`config.mk`:
```
export PLATFORM = sky130hd
export DESIGN_NAME = touch_gesture_classifier_top
export DESIGN_NICKNAME = d
export VERILOG_FILES = /design/src/rtl/tgc_pkg.sv /design/src/rtl/touch_gesture_classifier_top.sv
export SDC_FILE = /design/constraint.sdc
export NUM_CORES = 1
export LEC_CHECK = 0
export ABC_AREA = 1
export BUFFER_PORTS_ARGS = -buffer_cell sky130_fd_sc_hd__buf_2
export CORE_UTILIZATION = 50
export DETAILED_ROUTE_END_ITERATION = 16
export PLACE_DENSITY = 0.81
export SLEW_MARGIN = 15
export SYNTH_ARGS = -nofsm -noshare
export SYNTH_HDL_FRONTEND = slang
export SYNTH_SLANG_ARGS = --single-unit
```
`constraint.sdc`:
```
create_clock -name clk_i -period 6.45 [get_ports clk_i]
set_clock_uncertainty 0.1 [all_clocks]
set_input_delay 0.645 -clock clk_i [delete_from_list [all_inputs] [get_ports clk_i]]
set_output_delay 0.645 -clock clk_i [all_outputs]
set_load 0.005 [all_outputs]
```
`src/rtl/tgc_pkg.sv`:
```
// ----------------------------------------------------------------------------
// tgc_pkg: shared types and constants of the touch gesture classifier
// Event codes, configuration register indexes and register widths.
// ----------------------------------------------------------------------------
package tgc_pkg;

  // Width of the threshold registers and of the configuration data port
  localparam int unsigned CfgW = 10;

  // Reset values of the threshold registers
  localparam logic [CfgW-1:0] START_THR_RST = CfgW'(10);
  localparam logic [CfgW-1:0] SWIPE_THR_RST = CfgW'(40);

  // Configuration register indexes
  typedef enum logic [0:0] {
    REG_START_THR = 1'b0,
    REG_SWIPE_THR = 1'b1
  } cfg_reg_e;

  // Gesture event codes
  typedef enum logic [2:0] {
    EV_NONE        = 3'd0,
    EV_DRAG        = 3'd1,
    EV_TAP         = 3'd2,
    EV_SWIPE_LEFT  = 3'd3,
    EV_SWIPE_RIGHT = 3'd4,
    EV_SNAP_LEFT   = 3'd5,
    EV_SNAP_RIGHT  = 3'd6
  } event_e;

endpackage

```
`src/rtl/touch_gesture_classifier_top.sv`:
```
// ----------------------------------------------------------------------------
// touch_gesture_classifier_top: tap, swipe and drag classifier
// Tracks press start and last point of touch samples and reports gestures.
// ----------------------------------------------------------------------------
// Usage:
//   Input channel (in_valid_i / in_ready_o) carries one touch sample per
//   transaction: pressed flag and X/Y position. Every sample produces exactly
//   one result transaction on the output channel (out_valid_o / out_ready_i):
//   an event code with X/Y (drag sample or tap point, zero otherwise).
//   Each result is registered in the cycle after its sample; the classifier
//   is a few subtractors and compares between the state and output registers.
//   While the receiver keeps up, throughput is one item per cycle.
//   When the receiver stalls, the output register holds its result and
//   in_ready_o drops until it is taken; a new sample is accepted in the same
//   cycle the pending result leaves.
//   Thresholds are written through cfg_we_i / cfg_addr_i / cfg_wdata_i, by
//   the user only while the block is idle; the block does not enforce it.
//   Reset (rst_ni low, asynchronous) clears the gesture state, empties the
//   output register and loads the default thresholds (start 10, swipe 40).
// ----------------------------------------------------------------------------
module touch_gesture_classifier_top
  import tgc_pkg::*;
#(
  parameter int unsigned COORD_BITS = 10
) (
  input  logic                  clk_i,
  input  logic                  rst_ni,
  // configuration
  input  logic                  cfg_we_i,
  input  logic [0:0]            cfg_addr_i,
  input  logic [CfgW-1:0]       cfg_wdata_i,
  // sample input
  input  logic                  in_valid_i,
  output logic                  in_ready_o,
  input  logic                  pressed_i,
  input  logic [COORD_BITS-1:0] pos_x_i,
  input  logic [COORD_BITS-1:0] pos_y_i,
  // event output
  output logic                  out_valid_o,
  input  logic                  out_ready_i,
  output logic [2:0]            event_res_o,
  output logic [COORD_BITS-1:0] event_x_o,
  output logic [COORD_BITS-1:0] event_y_o
);

  // compare width covers both coordinates and thresholds
  localparam int unsigned CmpW = (COORD_BITS > CfgW) ? COORD_BITS : CfgW;

  // threshold registers
  logic [CfgW-1:0] start_thr_q, swipe_thr_q;

  // gesture state
  logic                  was_pressed_q, was_pressed_d;
  logic                  active_q, active_d;
  logic [COORD_BITS-1:0] origin_x_q, origin_x_d, origin_y_q, origin_y_d;
  logic [COORD_BITS-1:0] recent_x_q, recent_x_d, recent_y_q, recent_y_d;
  logic                  horiz_q, horiz_d;
  logic                  vlock_q, vlock_d;

  // output register
  logic                  out_valid_q;
  event_e                ev_q, ev_d;
  logic [COORD_BITS-1:0] ev_x_q, ev_x_d, ev_y_q, ev_y_d;

  logic in_fire;
  logic rise, move, fall;
  logic [CmpW-1:0] adx, ady, travel, start_thr_w, swipe_thr_w;
  logic leftward;

  assign in_ready_o = ~out_valid_q | out_ready_i;
  assign in_fire    = in_valid_i & in_ready_o;

  // configuration writes
  always_ff @(posedge clk_i or negedge rst_ni) begin
    if (!rst_ni) begin
      start_thr_q <= START_THR_RST;
      swipe_thr_q <= SWIPE_THR_RST;
    end else if (cfg_we_i) begin
      unique case (cfg_reg_e'(cfg_addr_i))
        REG_START_THR: start_thr_q <= cfg_wdata_i;
        REG_SWIPE_THR: swipe_thr_q <= cfg_wdata_i;
        default: ;
      endcase
    end
  end

  // distances from the start point
  always_comb begin
    adx = (pos_x_i >= origin_x_q) ? CmpW'(pos_x_i - origin_x_q)
                                  : CmpW'(origin_x_q - pos_x_i);
    ady = (pos_y_i >= origin_y_q) ? CmpW'(pos_y_i - origin_y_q)
                                  : CmpW'(origin_y_q - pos_y_i);
    leftward = recent_x_q < origin_x_q;
    travel = leftward ? CmpW'(origin_x_q - recent_x_q)
                      : CmpW'(recent_x_q - origin_x_q);
    start_thr_w = CmpW'(start_thr_q);
    swipe_thr_w = CmpW'(swipe_thr_q);
  end

  assign rise = pressed_i & ~was_pressed_q;
  assign move = pressed_i & was_pressed_q & active_q;
  assign fall = ~pressed_i & was_pressed_q & active_q;

  // next gesture state and event
  always_comb begin
    was_pressed_d = pressed_i;
    active_d      = active_q;
    origin_x_d    = origin_x_q;
    origin_y_d    = origin_y_q;
    recent_x_d    = recent_x_q;
    recent_y_d    = recent_y_q;
    horiz_d       = horiz_q;
    vlock_d       = vlock_q;
    ev_d          = EV_NONE;
    ev_x_d        = '0;
    ev_y_d        = '0;

    // press-down: latch start point
    if (rise) begin
      active_d   = 1'b1;
      origin_x_d = pos_x_i;
      origin_y_d = pos_y_i;
      horiz_d    = 1'b0;
      vlock_d    = 1'b0;
    end

    if (pressed_i && (rise || active_q)) begin
      recent_x_d = pos_x_i;
      recent_y_d = pos_y_i;
    end

    // motion while held: classify once, then report drag samples in vertical mode
    if (move) begin
      if (!horiz_q && !vlock_q) begin
        if (adx > start_thr_w && adx > ady) begin
          horiz_d = 1'b1;
        end else if (ady > adx && ady > start_thr_w) begin
          vlock_d = 1'b1;
          ev_d    = EV_DRAG;
          ev_x_d  = pos_x_i;
          ev_y_d  = pos_y_i;
        end
      end else if (vlock_q) begin
        ev_d   = EV_DRAG;
        ev_x_d = pos_x_i;
        ev_y_d = pos_y_i;
      end
    end

    // release: swipe, snap-back, tap, or no event after a vertical drag
    if (fall) begin
      active_d = 1'b0;
      if (horiz_q) begin
        if (travel > swipe_thr_w) begin
          ev_d = leftward ? EV_SWIPE_LEFT : EV_SWIPE_RIGHT;
        end else begin
          ev_d = leftward ? EV_SNAP_LEFT : EV_SNAP_RIGHT;
        end
      end else if (!vlock_q) begin
        ev_d   = EV_TAP;
        ev_x_d = recent_x_q;
        ev_y_d = recent_y_q;
      end
      horiz_d = 1'b0;
      vlock_d = 1'b0;
    end
  end

  // state registers
  always_ff @(posedge clk_i or negedge rst_ni) begin
    if (!rst_ni) begin
      was_pressed_q <= 1'b0;
      active_q      <= 1'b0;
      origin_x_q    <= '0;
      origin_y_q    <= '0;
      recent_x_q    <= '0;
      recent_y_q    <= '0;
      horiz_q       <= 1'b0;
      vlock_q       <= 1'b0;
    end else if (in_fire) begin
      was_pressed_q <= was_pressed_d;
      active_q      <= active_d;
      origin_x_q    <= origin_x_d;
      origin_y_q    <= origin_y_d;
      recent_x_q    <= recent_x_d;
      recent_y_q    <= recent_y_d;
      horiz_q       <= horiz_d;
      vlock_q       <= vlock_d;
    end
  end

  // output register valid
  always_ff @(posedge clk_i or negedge rst_ni) begin
    if (!rst_ni) begin
      out_valid_q <= 1'b0;
    end else if (in_fire) begin
      out_valid_q <= 1'b1;
    end else if (out_ready_i) begin
      out_valid_q <= 1'b0;
    end
  end

  // output register payload
  always_ff @(posedge clk_i) begin
    if (in_fire) begin
      ev_q   <= ev_d;
      ev_x_q <= ev_x_d;
      ev_y_q <= ev_y_d;
    end
  end

  assign out_valid_o = out_valid_q;
  assign event_res_o = ev_q;
  assign event_x_o   = ev_x_q;
  assign event_y_o   = ev_y_q;

`ifndef SYNTHESIS
  // a result only appears after a sample transaction
  assert property (@(posedge clk_i) disable iff (!rst_ni)
    $rose(out_valid_q) |-> $past(in_fire))
    else $error("result without sample transaction");

  // horizontal swipe and vertical drag are exclusive
  assert property (@(posedge clk_i) disable iff (!rst_ni)
    !(horiz_q && vlock_q))
    else $error("both gesture modes set");

  // a mode flag only lives inside an active gesture
  assert property (@(posedge clk_i) disable iff (!rst_ni)
    (horiz_q || vlock_q) |-> active_q)
    else $error("gesture mode outside active gesture");

  // a release always ends the gesture
  assert property (@(posedge clk_i) disable iff (!rst_ni)
    (in_fire && fall) |=> (!active_q && !horiz_q && !vlock_q))
    else $error("gesture not closed on release");
`endif

endmodule
```
==> flow_metrics.py <==
metrics = {
    "setup_path": {
        "rr_startpoint": "origin_y_q[7]",
        "worst_setup_path_end_kind": "register",
        "r2r_slack_ns": 2.19,
        "cp-start-kind": "input pin",
        "cp_max_fo": 20,
        "slowest_delay_ns": 0.50,
        "cp.required_ns": 6.45,
        "crit_chain": "buf_2, inv_1, ha_1, a21oi_1, o21a_1, nand4_1, inv_1, nand2_1, and2_1, ha_1, nand2_1, inv_1, nand2_1, nand2_1, nand2_1, nand3_1, nand3_1, nand2_1, nand4_1, nand2_1",
        "r2r-end": "event_x_o[5]",
        "worst-setup-path-type": "input pin to register",
        "arrival_ns": 4.35,
        "critPathSlowestCell": "nand2_1",
        "crit_top_cell": "nand2_1",
        "reg2regPathDepth": 18,
    },
    "drt": {
        "drc": 0,
        "first_iter_violations": 639,
        "route.vias.total": 6882,
        "wl_per_cell_um": 15.3,
        "dr.pass1.iters": 7,
        "post_drt_via_cell_ratio": 5.46,
        "wirelength_mm": 19.3,
        "postRouteAntennaNets": 0,
    },
    "clock_network": {
        "insertion_delay_ns": 0.36,
        "cts_tree": "done",
        "clockRootBuffer": "clkbuf_16",
        "cts_setup_buffers": 0,
        "hold_buffers": 0,
        "clk_pin_slew_ns": 0.07,
        "numCtsBuffers": 9,
        "h-tree-depth": 3,
        "ctsResizeCount": 0,
        "cts_buffer_depth": 2,
        "clock_sinks": 88,
    },
    "pwr": {
        "combPwrFrac_pct": 61.7,
        "vdd_drop_max_uv": 254,
        "internal_power_uw": 1820,
        "swShare_pct": 49.1,
        "p_sw_uw": 1750,
        "seqPwrFrac_pct": 22.2,
        "power_frac_clock_pct": 16.1,
        "power.leakage_uw": 0.00440,
        "powerDensity_nw_per_um2": 429,
    },
    "placement": {
        "portBuffers": 61,
        "dp_cells": 1245,
        "place_ws_ns": 1.87,
        "hpwl_mm": 14.9,
        "globalplace.congestion": 0.987,
        "placed_area_um2": 7990,
    },
    "sta": {
        "fin_tns_setup_ns": 0,
        "post-route-period-util_pct": 67.4,
        "max_freq_mhz": 230,
        "fin_ws_ns": 2.10,
        "maxSlewHeadroom_pct": 33.2,
        "drv_slew": 0,
        "rsz0062_at_grt": "no",
        "setup_violations": 0,
        "worstMarginPinSlew_ns": 1.00,
        "fin_crit_ns": 4.35,
        "hold_violations": 0,
    },
    "die": {
        "die_w_um": 125,
        "die_area_um2": 15700,
        "die_y_um": 125,
        "start_util_pct": 51.8,
        "core_um2": 14600,
        "row_count": 44,
        "ios": 62,
    },
    "synth": {
        "ys_seq_elements": 88,
        "syn-cell-area_um2": 7580,
        "ys_types": 45,
        "syn_inst": 1028,
        "syn_nets": 1169,
        "seq_area_frac_synth_pct": 30.6,
        "synth_warnings": 0,
        "async_flop_share_pct": 73.9,
        "avgSynthCellArea_um2": 7.37,
        "synth_edf_count": 23,
        "synthFlopType": "dfrtp_1",
    },
    "worst_hold_path": {
        "min_path_type": "input pin to asynchronous set/reset pin",
    },
    "global_route": {
        "use_met1_pct": 38.1,
        "grt_pass1_wl_mm": 32.0,
        "grt_pass1_vias": 6308,
        "grt_use_met2_pct": 37.6,
        "grt-ovfl-total": 0,
        "antenna_found_initial": 0,
        "grt_max_degree": 66,
        "met3_usage_pct": 4.02,
        "top_usage_layer": "met1",
        "grt.total_usage_pct": 25.6,
    },
    "layout": {
        "final_area_um2": 8310,
        "num-nets-final": 1213,
        "final_common_cell": "nand2_1",
        "area_growth_syn_to_layout_pct": 9.61,
        "drive_above_1_share_pct": 11.0,
        "final_cell_mix": "nand2_1 (275), inv_1 (156), ha_1 (98)",
        "final_cell_count_no_fill": 1261,
        "diodes": 0,
    },
    "run_status": {
        "outcome": "complete, no violations",
    },
    "job": {
        "drv_cap": 0,
    },
}
-- critical path: cells and delay by family --
family / cells / cell delay (ns)
simple gates: 12 / 2.00
compound gates: 2 / 0.43
fa+ha+maj: 2 / 0.72
buf+inv: 4 / 0.55
-- cells by family (layout without fill, tap and decap cells) --
kind of cell	count (synthesis)	after routing	synth area share (%)
AO/OA/AOI/OAI	198	198	14.5
XOR/XNOR	34	34	3.93
buffers and inverters	199	248	10.4
flip-flops	88	88	30.6
adder cells (fa/ha/maj)	104	104	17.8
multiplexers	1	1	0.132
AND/OR/NAND/NOR	404	404	22.6
-- how the worst max path moves through the flow --
| stage | from | to | slack, ns |
|---|---|---|---|
| 3_5_place_dp | pos_y_i[0] | event_x_o[3] | 1.87 |
| 3_3_place_gp | pos_y_i[0] | event_y_o[5] | 2.02 |
| 4_1_cts | pos_y_i[0] | event_x_o[7] | 2.20 |
| 6_report | pos_y_i[7] | event_x_o[5] | 2.10 |
| 2_1_floorplan | pos_y_i[6] | event_x_o[9] | 3.08 |
| 5_1_grt | pos_y_i[0] | event_x_o[5] | 1.66 |
-- sequential cells by signal, summed over array words and instances, names as in the netlist, 3 cells and up --
signal / cells
recent_y_q: 10
swipe_thr_q: 10
recent_x_q: 10
origin_x_q: 10
event_x_o: 10
start_thr_q: 10
event_y_o: 10
event_res_o: 3
origin_y_q: 10
-- metrics by stage --
stage | total power [uW] | util (%) | hold slack (ns)
detailed placement | 2940 | 54.6 | 0.378
global route | 3910 | 56.7 | 0.403
floorplan | 2430 | - | 0.249
global placement | 2880 | 54.6 | 0.368
CTS | 3540 | 56.7 | 0.394
finish | 3560 | 56.7 | 0.357
-- cells in the mapped netlist (4+ instances only) --
library cell | count | area [um^2]
nand4_1 | 30 | 188
dfstp_2 | 4 | 105
o21ai_2 | 7 | 61.3
xnor2_1 | 9 | 78.8
nand2_2 | 7 | 43.8
nor2_1 | 47 | 176
inv_1 | 156 | 586
a21oi_1 | 64 | 320
ha_1 | 98 | 1230
nor3_1 | 5 | 25.0
o211ai_1 | 4 | 30.0
inv_2 | 10 | 37.5
dfrtp_1 | 61 | 1530
a211oi_1 | 6 | 45.0
o21a_1 | 7 | 52.6
buf_2 | 11 | 55.1
nand3_1 | 30 | 150
fa_1 | 6 | 120
nand2_1 | 275 | 1030
clkbuf_1 | 12 | 45.0
xor2_1 | 25 | 219
o21ai_0 | 92 | 460
buf_4 | 4 | 30.0
edfxtp_1 | 23 | 691
-- layer usage --
| layer | up-vias | routed length (um) | share of wire, % |
|---|---|---|---|
| met5 | - | 0 | 0 |
| met4 | 0 | 324 | 1.7 |
| met3 | 26 | 1370 | 7.1 |
| met2 | 277 | 8240 | 43 |
| met1 | 3162 | 9350 | 48 |
| li1 | 3417 | - | - |
-- cell type report --
cell class / instances / area (um^2)
Timing Repair Buffer: 66 / 343
Clock buffer: 11 / 233
Inverter: 166 / 623
Clock inverter: 5 / 81.3
Sequential cell: 88 / 2320
Tap cell: 184 / 230
Fill cell: 1326 / 6340
Multi-Input combinational cell: 741 / 4470
-- power groups by stage --
stage	Sequential, uW	Combinational (uW)	Clock [uW]
after floorplan	769	1660	0
after global placement	796	2090	0
after detailed placement	797	2140	0
after CTS	788	2170	582
after global routing	807	2500	603
final	792	2200	573
Note: power is estimated with default switching activity, not from simulation.
